$ cat config.mk
export PLATFORM = sky130hd
export DESIGN_NAME = hsv_saturation_scale_core_flat
export DESIGN_NICKNAME = d
export VERILOG_FILES = /design/src/hsvs_pkg.sv /design/src/hsvs_pix_if.sv /design/src/hsv_saturation_scale_core.sv /design/src/flat_wrapper.sv
export SDC_FILE = /design/constraint.sdc
export NUM_CORES = 2
export LEC_CHECK = 0
export BUFFER_PORTS_ARGS = -buffer_cell sky130_fd_sc_hd__buf_2
export CAP_MARGIN = 0
export CORE_ASPECT_RATIO = 0.8
export CORE_MARGIN = 8
export CORE_UTILIZATION = 60
export DETAILED_ROUTE_END_ITERATION = 8
export PLACE_DENSITY = 0.8
export REMOVE_ABC_BUFFERS = 1
export SLEW_MARGIN = 20
export SYNTH_ARGS = -nofsm -noshare
export SYNTH_HDL_FRONTEND = slang
export SYNTH_SLANG_ARGS = --single-unit
$ cat constraint.sdc
create_clock -name clk_i -period 9.6 [get_ports clk_i]
set_input_delay 0.96 -clock clk_i [delete_from_list [all_inputs] [get_ports clk_i]]
set_output_delay 0.96 -clock clk_i [all_outputs]
set_load 0.005 [all_outputs]
$ cat src/hsvs_pkg.sv
// Shared constants and types for the HSV saturation scaling core.
// No dependencies.
package hsvs_pkg;

  localparam int COMPONENT_BITS_DEF = 8;
  localparam int FRAC_BITS          = 16;
  localparam int GAIN_BITS          = 16;
  localparam int GAIN_FRAC_BITS     = 12;
  localparam logic [GAIN_BITS-1:0] GAIN_RESET = 16'd4096;

  // hue sextants
  typedef enum logic [2:0] {
    SEC_RED_YEL = 3'd0,
    SEC_YEL_GRN = 3'd1,
    SEC_GRN_CYN = 3'd2,
    SEC_CYN_BLU = 3'd3,
    SEC_BLU_MAG = 3'd4,
    SEC_MAG_RED = 3'd5
  } sector_e;

endpackage

$ cat src/hsvs_pix_if.sv
// Valid/ready pixel stream interfaces for the HSV saturation scaling core.
// Depends on hsvs_pkg for the default component width.
interface hsvs_pix_in_if #(parameter int W = hsvs_pkg::COMPONENT_BITS_DEF);
  logic         valid;
  logic         ready;
  logic [W-1:0] red_in;
  logic [W-1:0] green_in;
  logic [W-1:0] blue_in;
  modport source (output valid, red_in, green_in, blue_in, input ready);
  modport sink   (input valid, red_in, green_in, blue_in, output ready);
endinterface

interface hsvs_pix_out_if #(parameter int W = hsvs_pkg::COMPONENT_BITS_DEF);
  logic         valid;
  logic         ready;
  logic [W-1:0] red_out;
  logic [W-1:0] green_out;
  logic [W-1:0] blue_out;
  modport source (output valid, red_out, green_out, blue_out, input ready);
  modport sink   (input valid, red_out, green_out, blue_out, output ready);
endinterface

$ cat src/hsv_saturation_scale_core.sv
// HSV saturation scaling core: RGB in, saturation-scaled RGB out.
// Throughput one pixel per cycle when the output is not stalled; the two 17-step
// restoring dividers (saturation and hue fraction) set the pipeline depth.
// Each stage stalls only when full and blocked downstream.
// rst_ni (async, active low) clears all valid bits; gain resets to 1.0.
// Depends on hsvs_pkg and hsvs_pix_if.
module hsv_saturation_scale_core #(
  parameter int COMPONENT_BITS = hsvs_pkg::COMPONENT_BITS_DEF
) (
  input  logic                           clk_i,
  input  logic                           rst_ni,
  input  logic                           saturation_gain_we_i,
  input  logic [hsvs_pkg::GAIN_BITS-1:0] saturation_gain_i,
  hsvs_pix_in_if.sink                    pix_i,
  hsvs_pix_out_if.source                 pix_o
);

  localparam int W     = COMPONENT_BITS;
  localparam int FB    = hsvs_pkg::FRAC_BITS;
  localparam int GB    = hsvs_pkg::GAIN_BITS;
  localparam int Q     = FB + 1;
  localparam int DIV_N = Q;
  localparam int ST_G  = DIV_N + 1;
  localparam int ST_C  = DIV_N + 2;
  localparam int ST_F  = DIV_N + 3;
  localparam int ST_P  = DIV_N + 4;
  localparam int ST_O  = DIV_N + 5;
  localparam int N_ST  = DIV_N + 6;
  localparam int PW    = Q + GB;
  localparam int SCW   = PW - hsvs_pkg::GAIN_FRAC_BITS;
  localparam logic [Q-1:0] ONE = {1'b1, {FB{1'b0}}};

  logic [GB-1:0] gain_q;
  logic v_q [N_ST];
  logic rdy [N_ST+1];

  always_ff @(posedge clk_i or negedge rst_ni) begin
    if (!rst_ni) begin
      gain_q <= hsvs_pkg::GAIN_RESET;
    end else if (saturation_gain_we_i) begin
      gain_q <= saturation_gain_i;
    end
  end

  // per-stage ready chain
  assign rdy[N_ST] = pix_o.ready;
  for (genvar k = 0; k < N_ST; k++) begin : g_vld
    assign rdy[k] = !v_q[k] || rdy[k+1];
    always_ff @(posedge clk_i or negedge rst_ni) begin
      if (!rst_ni) begin
        v_q[k] <= 1'b0;
      end else if (rdy[k]) begin
        if (k == 0) begin
          v_q[k] <= pix_i.valid;
        end else begin
          v_q[k] <= v_q[k-1];
        end
      end
    end
  end
  assign pix_i.ready = rdy[0];

  // divider pipeline: stage 0 is the front end, stages 1..DIV_N are steps
  logic [W-1:0]          mx_q    [DIV_N+1];
  logic [W-1:0]          dh_q    [DIV_N+1];
  logic [W:0]            rs_q    [DIV_N+1];
  logic [W:0]            rh_q    [DIV_N+1];
  logic [Q-1:0]          qs_q    [DIV_N+1];
  logic [Q-1:0]          qh_q    [DIV_N+1];
  logic [2:0]            base_q  [DIV_N+1];

  logic [W-1:0] r, g, b, mx_d, mn_d, n_d;
  hsvs_pkg::sector_e base_d;

  always_comb begin
    r = pix_i.red_in;
    g = pix_i.green_in;
    b = pix_i.blue_in;
    mx_d = r;
    mn_d = r;
    if (g > mx_d) mx_d = g;
    if (b > mx_d) mx_d = b;
    if (g < mn_d) mn_d = g;
    if (b < mn_d) mn_d = b;
    if (mx_d == r) begin
      if (g >= b) begin
        base_d = hsvs_pkg::SEC_RED_YEL;
        n_d    = g - b;
      end else begin
        base_d = hsvs_pkg::SEC_MAG_RED;
        n_d    = r - b;
      end
    end else if (mx_d == g) begin
      if (b >= r) begin
        base_d = hsvs_pkg::SEC_GRN_CYN;
        n_d    = b - r;
      end else begin
        base_d = hsvs_pkg::SEC_YEL_GRN;
        n_d    = g - r;
      end
    end else begin
      if (r >= g) begin
        base_d = hsvs_pkg::SEC_BLU_MAG;
        n_d    = r - g;
      end else begin
        base_d = hsvs_pkg::SEC_CYN_BLU;
        n_d    = b - g;
      end
    end
  end

  always_ff @(posedge clk_i) begin
    if (rdy[0]) begin
      mx_q[0]   <= mx_d;
      dh_q[0]   <= mx_d - mn_d;
      rs_q[0]   <= {1'b0, mx_d - mn_d};
      rh_q[0]   <= {1'b0, n_d};
      qs_q[0]   <= '0;
      qh_q[0]   <= '0;
      base_q[0] <= base_d;
    end
  end

  for (genvar k = 1; k <= DIV_N; k++) begin : g_div
    logic [W:0] ts, th, ns, nh;
    logic       bs, bh;
    if (k == 1) begin : g_first
      assign ts = rs_q[k-1];
      assign th = rh_q[k-1];
    end else begin : g_next
      assign ts = {rs_q[k-1][W-1:0], 1'b0};
      assign th = {rh_q[k-1][W-1:0], 1'b0};
    end
    assign bs = ts >= {1'b0, mx_q[k-1]};
    assign bh = th >= {1'b0, dh_q[k-1]};
    assign ns = bs ? ts - {1'b0, mx_q[k-1]} : ts;
    assign nh = bh ? th - {1'b0, dh_q[k-1]} : th;
    always_ff @(posedge clk_i) begin
      if (rdy[k]) begin
        mx_q[k]   <= mx_q[k-1];
        dh_q[k]   <= dh_q[k-1];
        rs_q[k]   <= ns;
        rh_q[k]   <= nh;
        qs_q[k]   <= {qs_q[k-1][Q-2:0], bs};
        qh_q[k]   <= {qh_q[k-1][Q-2:0], bh};
        base_q[k] <= base_q[k-1];
      end
    end
  end

  // gain product, sector wrap
  logic [PW-1:0]     prod_q;
  logic [W-1:0]      mx_g_q, mx_c_q, mx_f_q, mx_p_q;
  logic [2:0]        sec_g_q, sec_c_q, sec_f_q, sec_p_q;
  logic [FB-1:0]     frac_g_q, frac_c_q;
  logic [Q-1:0]      s_dv;
  logic [2:0]        sec_d;

  always_comb begin
    s_dv  = (mx_q[DIV_N] == '0) ? '0 : qs_q[DIV_N];
    sec_d = base_q[DIV_N];
    if (qh_q[DIV_N][FB]) begin
      if (base_q[DIV_N] == hsvs_pkg::SEC_MAG_RED) begin
        sec_d = hsvs_pkg::SEC_RED_YEL;
      end else begin
        sec_d = base_q[DIV_N] + 3'd1;
      end
    end
  end

  always_ff @(posedge clk_i) begin
    if (rdy[ST_G]) begin
      prod_q   <= PW'(s_dv) * PW'(gain_q);
      mx_g_q   <= mx_q[DIV_N];
      sec_g_q  <= sec_d;
      frac_g_q <= qh_q[DIV_N][FB-1:0];
    end
  end

  // clamp
  logic [SCW-1:0] sc;
  logic [Q-1:0]   ss_q;
  assign sc = prod_q[PW-1:hsvs_pkg::GAIN_FRAC_BITS];

  always_ff @(posedge clk_i) begin
    if (rdy[ST_C]) begin
      ss_q     <= (sc > SCW'(ONE)) ? ONE : sc[Q-1:0];
      mx_c_q   <= mx_g_q;
      sec_c_q  <= sec_g_q;
      frac_c_q <= frac_g_q;
    end
  end

  // scale factors
  logic [2*Q-1:0] pq, pt;
  logic [Q-1:0]   fp_q, fq_q, ft_q;
  assign pq = (2*Q)'(ss_q) * (2*Q)'(frac_c_q);
  assign pt = (2*Q)'(ss_q) * (2*Q)'(ONE - {1'b0, frac_c_q});

  always_ff @(posedge clk_i) begin
    if (rdy[ST_F]) begin
      fp_q    <= ONE - ss_q;
      fq_q    <= ONE - pq[FB+Q-1:FB];
      ft_q    <= ONE - pt[FB+Q-1:FB];
      mx_f_q  <= mx_c_q;
      sec_f_q <= sec_c_q;
    end
  end

  // component products
  logic [W+Q-1:0] mp, mq, mt;
  logic [W-1:0]   p_q, q_q, t_q;
  assign mp = (W+Q)'(mx_f_q) * (W+Q)'(fp_q);
  assign mq = (W+Q)'(mx_f_q) * (W+Q)'(fq_q);
  assign mt = (W+Q)'(mx_f_q) * (W+Q)'(ft_q);

  always_ff @(posedge clk_i) begin
    if (rdy[ST_P]) begin
      p_q     <= mp[FB+W-1:FB];
      q_q     <= mq[FB+W-1:FB];
      t_q     <= mt[FB+W-1:FB];
      mx_p_q  <= mx_f_q;
      sec_p_q <= sec_f_q;
    end
  end

  // sextant select, output register
  logic [W-1:0] ro_d, go_d, bo_d, ro_q, go_q, bo_q;

  always_comb begin
    case (sec_p_q)
      hsvs_pkg::SEC_RED_YEL: begin ro_d = mx_p_q; go_d = t_q;    bo_d = p_q;    end
      hsvs_pkg::SEC_YEL_GRN: begin ro_d = q_q;    go_d = mx_p_q; bo_d = p_q;    end
      hsvs_pkg::SEC_GRN_CYN: begin ro_d = p_q;    go_d = mx_p_q; bo_d = t_q;    end
      hsvs_pkg::SEC_CYN_BLU: begin ro_d = p_q;    go_d = q_q;    bo_d = mx_p_q; end
      hsvs_pkg::SEC_BLU_MAG: begin ro_d = t_q;    go_d = p_q;    bo_d = mx_p_q; end
      default:               begin ro_d = mx_p_q; go_d = p_q;    bo_d = q_q;    end
    endcase
  end

  always_ff @(posedge clk_i) begin
    if (rdy[ST_O]) begin
      ro_q <= ro_d;
      go_q <= go_d;
      bo_q <= bo_d;
    end
  end

  assign pix_o.valid     = v_q[ST_O];
  assign pix_o.red_out   = ro_q;
  assign pix_o.green_out = go_q;
  assign pix_o.blue_out  = bo_q;

endmodule
$ cat src/flat_wrapper.sv
// flat-port wrapper written by rule: the top's interface ports become plain ports
module hsv_saturation_scale_core_flat 
#(
  parameter int COMPONENT_BITS = hsvs_pkg::COMPONENT_BITS_DEF
)
  (clk_i, rst_ni, saturation_gain_we_i, saturation_gain_i, pix_i_valid, pix_i_red_in, pix_i_green_in, pix_i_blue_in, pix_i_ready, pix_o_valid, pix_o_red_out, pix_o_green_out, pix_o_blue_out, pix_o_ready);
  hsvs_pix_in_if pix_i_i ();
  hsvs_pix_out_if pix_o_i ();
  input  logic clk_i;
  input  logic rst_ni;
  input  logic saturation_gain_we_i;
  input  logic [hsvs_pkg::GAIN_BITS-1:0] saturation_gain_i;
  input wire logic [$bits(pix_i_i.valid)-1:0] pix_i_valid;
  input wire logic [$bits(pix_i_i.red_in)-1:0] pix_i_red_in;
  input wire logic [$bits(pix_i_i.green_in)-1:0] pix_i_green_in;
  input wire logic [$bits(pix_i_i.blue_in)-1:0] pix_i_blue_in;
  output wire logic [$bits(pix_i_i.ready)-1:0] pix_i_ready;
  output wire logic [$bits(pix_o_i.valid)-1:0] pix_o_valid;
  output wire logic [$bits(pix_o_i.red_out)-1:0] pix_o_red_out;
  output wire logic [$bits(pix_o_i.green_out)-1:0] pix_o_green_out;
  output wire logic [$bits(pix_o_i.blue_out)-1:0] pix_o_blue_out;
  input wire logic [$bits(pix_o_i.ready)-1:0] pix_o_ready;
  assign pix_i_i.valid = pix_i_valid;
  assign pix_i_i.red_in = pix_i_red_in;
  assign pix_i_i.green_in = pix_i_green_in;
  assign pix_i_i.blue_in = pix_i_blue_in;
  assign pix_i_ready = pix_i_i.ready;
  assign pix_o_valid = pix_o_i.valid;
  assign pix_o_red_out = pix_o_i.red_out;
  assign pix_o_green_out = pix_o_i.green_out;
  assign pix_o_blue_out = pix_o_i.blue_out;
  assign pix_o_i.ready = pix_o_ready;
  hsv_saturation_scale_core #(.COMPONENT_BITS(COMPONENT_BITS)) u_core (.clk_i(clk_i), .rst_ni(rst_ni), .saturation_gain_we_i(saturation_gain_we_i), .saturation_gain_i(saturation_gain_i), .pix_i(pix_i_i), .pix_o(pix_o_i));
endmodule
# After elaboration in Yosys (flattened, before gate mapping)
# Memories as Yosys holds them, arrays and structs flattened.
# Index checks and enable logic that the tools add are counted.
word_totals:
  wordCells: 295
  n_memories: 7
  in_bits: 45
  register_bits: 264
  out_inout_bits: 26
  ramBits: 1278
mem_list:
  columns: ["memory", "depth", "word_bits", "read_ports", "rd_ports_with_merged_regs", "wr", "line", "rtl"]
  rows:
  - ["u_core.qh_q", 18, 17, 18, 0, 18, "hsv_saturation_scale_core.sv:69", "logic [Q-1:0] qh_q [DIV_N+1];"]
  - ["u_core.qs_q", 18, 17, 18, 0, 18, "hsv_saturation_scale_core.sv:68", "logic [Q-1:0] qs_q [DIV_N+1];"]
  - ["u_core.rh_q", 18, 9, 17, 0, 18, "hsv_saturation_scale_core.sv:67", "logic [W:0] rh_q [DIV_N+1];"]
  - ["u_core.rs_q", 18, 9, 17, 0, 18, "hsv_saturation_scale_core.sv:66", "logic [W:0] rs_q [DIV_N+1];"]
  - ["u_core.dh_q", 18, 8, 17, 0, 18, "hsv_saturation_scale_core.sv:65", "logic [W-1:0] dh_q [DIV_N+1];"]
  - ["u_core.mx_q", 18, 8, 18, 0, 18, "hsv_saturation_scale_core.sv:64", "logic [W-1:0] mx_q [DIV_N+1];"]
  - ["1 more memories", null, null, null, null, null, null, null]
classes:
  order_cmp: 42
  multipliers: 6
  eq_ne: 7
  mux: 90
  add_sub_neg: 46
  reduce_logical: 52
op_table:
  columns: ["cell", "n"]
  rows:
  - ["$ge 9x8->1", 34]
  - ["$mux 9", 34]
  - ["$sub 9x8->9", 34]
  - ["$mul 8x17->24", 3]
  - ["$mux 8", 9]
  - ["$pmux 8 s3", 3]
  - ["$mul 17x16->33", 2]
  - ["$sub 8x8->8", 7]
  - ["$sub 17x17->17 const A", 3]
  - ["$mux 1", 36]
  - ["$mul 17x34->33", 1]
  - ["$ge 8x8->1", 3]
  - ["$logic_not 1->1", 23]
  - ["$logic_or 1x1->1", 23]
  - ["$gt 21x17->1 const B", 1]
  - ["$mux 3", 6]
  - ["$sub 17x16->18 const A", 1]
  - ["$mux 17", 1]
  - ["$eq 8x8->1", 2]
  - ["$gt 8x8->1", 2]
  - ["$lt 8x8->1", 2]
  - ["$logic_not 8->1", 1]
  - ["$reduce_or 2->1", 4]
  - ["$eq 3x2->1 const B", 2]
  - ["other kinds (5)", 6]

# Logic depth before layout (Yosys ltp)
logic_depth:
  depth_word: 26
  mapped_depth: 35
  depth_no_buf: 32

# Least setup slack after synthesis
# OpenSTA, ideal clock, no wires.
synth_timing:
  path_type: "reg2reg"
  from: "register u_core.frac_c_q[1]"
  to: "register u_core.ft_q[15], data pin"
  setup_slack_ns: 1.194
  stages_incl_launch_ff: 32
  t_arrival_ns: 8.144
  path_buffers: 2
  period_less_slack_ns: 8.406
  required_time_ns: 9.338
  setup_time_ns: 0.262
  cell_sequence: "edfxtp_1 -> buf_2 -> inv_1 -> ha_1 -> nor3b_1 -> nand2_1 -> or2_2 -> nor4_1 -> nand2_1 -> xor2_1 -> clkbuf_1 -> nand2_1 -> fa_1 -> fa_1 -> inv_1 -> fa_1 -> inv_1 -> fa_1 -> fa_1 -> fa_1 -> inv_1 -> ha_1 -> o21a_1 -> o21ai_0 -> nand2b_1 -> nand4_1 -> a211oi_1 -> nor3b_1 -> nand4_1 -> o311ai_1 -> a21oi_1 -> xor2_1"
synth_between:
  elab_chain_len: 3
synth_rtl:
  columns: ["element", "line", "rtl"]
  rows:
  - ["from (decl)", "hsv_saturation_scale_core.sv:155", "logic [FB-1:0] frac_g_q, frac_c_q;"]
  - ["from (signal assigned)", "hsv_saturation_scale_core.sv:190", "frac_c_q <= frac_g_q;"]
  - ["$sub 17x16->18", "hsv_saturation_scale_core.sv:198", "assign pt = (2*Q)'(ss_q) * (2*Q)'(ONE - {1'b0, frac_c_q});"]
  - ["$mul 17x34->33", "hsv_saturation_scale_core.sv:198", null]
  - ["$sub 17x17->17", "hsv_saturation_scale_core.sv:204", "ft_q <= ONE - pt[FB+Q-1:FB];"]
  - ["to (signal assigned)", "hsv_saturation_scale_core.sv:204", null]
  - ["to (decl)", "hsv_saturation_scale_core.sv:196", "logic [Q-1:0] fp_q, fq_q, ft_q;"]
# Every way passes these cells.
# A chain may end at the register's enable or synchronous reset.

# Worst setup path in the final report
# Same ends and word-level chain as after synthesis.

==> run metrics <==
run status completed; Sink Count 1156; TritonCTS clock tree done; Worst Setup End Kind register; Critical R2R Capture u_core.ft_q[15]$_DFFE_PP_; post-synthesis sequential area ratio 37.95%; Slew HR 28.76%; Setup Viol. Count Final 0; Synth Area in XOR/XNOR 2.735%; number of synthesized flops with an enable pin 1117; Total GRT Usage 24.65%; Syn-to-layout area delta 6.945%; share of post-route cells with drive strength above 1 5.140%; Tmin final 9.135 ns; Critical Path Most Common Cell fa_1; Die Height 364.2 µm; Worst-Skew Late Latency 0.77 ns; Max Cap Viol 0; worst slew pin tran 1.067 ns; RR Startpoint u_core.frac_c_q[1]$_DFFE_PP_; CTS Root Cell clkbuf_16; Initial Utilization 60.57%; Adder-Cell Fraction of Synth Area 31.21%; Antenna Nets Post-Route 0; Crit path required time 10.08 ns; asr flop ratio synth 3.374%; full die area 0.1644 mm²; deepest clock path buffer count 3; I/O Buffers 70; DP HPWL 150100 µm; number of iterations in the first detailed-routing pass 6; f_max 0.1095 GHz; Mapped Area 0.09095 mm²; Crit-path slowest cell fa_1; compound-gate portion of the synthesized area 6.821%; via count 59890; clk_skew 0.07799 ns; top cells by area, synth edfxtp_1 (37%), fa_1 (21%), ha_1 (11%); Post-synth top flop edfxtp_1; Routed WL 200500 µm; die width 451.3 µm; Synth Area in Simple Gates 12.37%; # rows 127; initial antenna violation count 3; Synth Register Bits 1156; Fill cells 11040; TNS Setup 0 ns; Synth warnings 0; unrepaired setup endpoints after global routing no; Final GP Congestion 0.9055; Critical Path Start Type register; number of global-route vias before repair 63360; R2R Setup Slk 0.46 ns; Worst Setup Path Type reg2reg; Core ar. 0.1502 mm²; post-synth top area cell edfxtp_1; Finished Core Util 64.77%; CP startpoint u_core.frac_c_q[1]$_DFFE_PP_; GRT overflow 0; final worst-path cycle share 95.16%; dpl cells 10270; Min-Delay Path Class in2async; average wire per standard cell 19.13 µm; max incr delay on CP 0.55 ns; via density per instance 5.713; Max H-tree Level 3; depth of the worst register-to-register path 30; crit path DAT 9.61 ns; clk slew on worst S/H paths 0.08 ns; critical path peak fanout 9; combinational family with the most area after synthesis adder cells; DR iter-0 viols 4953; Distinct cells, synth 82; DRC 0; Total Nets Final 10140; first-pass GRT wire length 329700 µm; total CTS buffers 110; final hold violation count 0; largest net degree at the start of global routing 70; post-synthesis mux area share 1.337%; Slew Limit Fails 0; Finished Layout Cells 10480; cells after synthesis 8402; I/O Pins 71; Avg Synthesized Cell Area 10.82 µm²; Synth top area share 36.88%
## synth_stat cells, drive strengths merged, types with 13 or more instances
library cell / count
nand2: 1033
xor2: 124
or4: 35
fa: 938
mux2i: 72
o22ai: 18
buf: 21
o31ai: 70
inv: 1538
nand4: 59
o21a: 28
nand2b: 66
mux2: 44
a21o: 90
and3: 136
a31oi: 14
or3: 13
a21oi: 191
nor2b: 125
dfrtp: 38
ha: 768
o21ai: 383
a211oi: 16
o21bai: 25
nor2: 246
nor3: 47
edfxtp: 1117
xnor2: 160
or2: 14
a21boi: 59
nor4: 13
nand3: 73
clkbuf: 270
o211a: 34
and2: 428
## cells in the final DEF, fill, tap and decap left out, types with 15 or more instances in the layout
| cell | synthesis | routed |
|---|---|---|
| and2_1 | 426 | 426 |
| clkbuf_16 | 0 | 110 |
| clkinv_2 | 0 | 20 |
| nand3_1 | 73 | 70 |
| and3_1 | 136 | 136 |
| o22ai_1 | 18 | 17 |
| ha_1 | 768 | 768 |
| clkbuf_1 | 270 | 19 |
| buf_2 | 7 | 70 |
| a21boi_0 | 59 | 59 |
| nor2b_1 | 125 | 125 |
| nor2_1 | 246 | 246 |
| o21ai_0 | 381 | 381 |
| o31ai_1 | 70 | 70 |
| o211a_1 | 34 | 34 |
| a21o_1 | 90 | 90 |
| nor3_1 | 47 | 47 |
| edfxtp_1 | 1117 | 1117 |
| xnor2_1 | 160 | 159 |
| inv_1 | 1535 | 1528 |
| a21oi_1 | 189 | 189 |
| nand4_1 | 59 | 59 |
| o21a_1 | 28 | 28 |
| a211oi_1 | 15 | 15 |
| xor2_1 | 124 | 123 |
| mux2i_1 | 72 | 72 |
| fa_1 | 938 | 938 |
| mux2_2 | 44 | 44 |
| dfrtp_1 | 38 | 38 |
| nand2b_1 | 66 | 66 |
| or4_1 | 35 | 35 |
| o21bai_1 | 25 | 25 |
| buf_4 | 1 | 92 |
| nand2_1 | 1033 | 1025 |
## routing by layer
layer | global-route usage, % | up-vias | routed length (µm)
met5 | 0 | - | 7
met4 | 7.728 | 2 | 6168
met3 | 4.903 | 432 | 16470
met2 | 41.04 | 2350 | 94630
met1 | 32.92 | 29740 | 83240
li1 | - | 27360 | -
## worst max-delay path, delay by kind of cell, from the launching register on
family | cells | cell delay (ns)
buffers and inverters | 4 | 0.47
AO/OA/AOI/OAI | 7 | 1.62
flip-flops | 1 | 0.50
AND/OR/NAND/NOR | 9 | 2.35
XOR/XNOR | 3 | 0.81
adder cells (fa/ha/maj) | 7 | 3.17
## state kept, by name (all words and copies together) (netlist names), 21 cells and up
| register | count |
|---|---|
| u_core.base_q | 54 |
| u_core.dh_q | 136 |
| u_core.mx_q | 144 |
| u_core.prod_q | 21 |
| u_core.qh_q | 153 |
| u_core.qs_q | 153 |
| u_core.rh_q | 136 |
| u_core.rs_q | 128 |
| u_core.v_q | 22 |
## cells by family after synthesis
| kind of cell | count (synthesis) |
|---|---|
| adder cells (fa/ha/maj) | 1706 |
| multiplexers | 116 |
| buffers and inverters | 1829 |
| flip-flops | 1156 |
| XOR/XNOR | 284 |
| AO/OA/AOI/OAI | 995 |
| AND/OR/NAND/NOR | 2316 |
## worst max path at each step
stage / slack (ns) / end
CTS: 0.38 / u_core.ft_q[15]$_DFFE_PP_
finish: 0.46 / u_core.ft_q[15]$_DFFE_PP_
floorplan: 0.61 / u_core.ft_q[15]$_DFFE_PP_
global route: 0.04 / u_core.ft_q[15]$_DFFE_PP_
detailed placement: 0.40 / u_core.ft_q[15]$_DFFE_PP_
global placement: 0.55 / u_core.ft_q[15]$_DFFE_PP_
## layout make-up
cell class | count | area, µm² | share of cell area, %
flip-flops and latches | 1156 | 34520 | 35.49
diodes | 1 | 2.502 | 0.002573
repair buffers | 162 | 1041 | 1.070
clock buffers | 132 | 2865 | 2.946
multi-input cells | 5417 | 49630 | 51.03
inverters | 1538 | 5776 | 5.938
well taps | 1999 | 2501 | 2.571
clock inverters | 77 | 929.6 | 0.9558
## timing repair
action / CTS / global route
hold buffers: 0 / 0
buffers inserted: 0 / 1
gates resized for setup: 0 / 6
setup endpoints to repair: 0 / 4
## metrics by stage
stage	cell area (µm²)	worst slack [ns]	hold slack, ns
3_3_place_gp	93410	0.5521	0.4002
2_1_floorplan	89840	0.6123	0.4003
6_report	97260	0.4647	0.3030
4_1_cts	97200	0.3775	0.2706
5_1_grt	97260	0.03651	0.3302
3_5_place_dp	93410	0.4016	0.4045
Power is left out: the tool's default activity adds up to more than one toggle a clock period on the data nets, which glitch-free logic cannot reach.
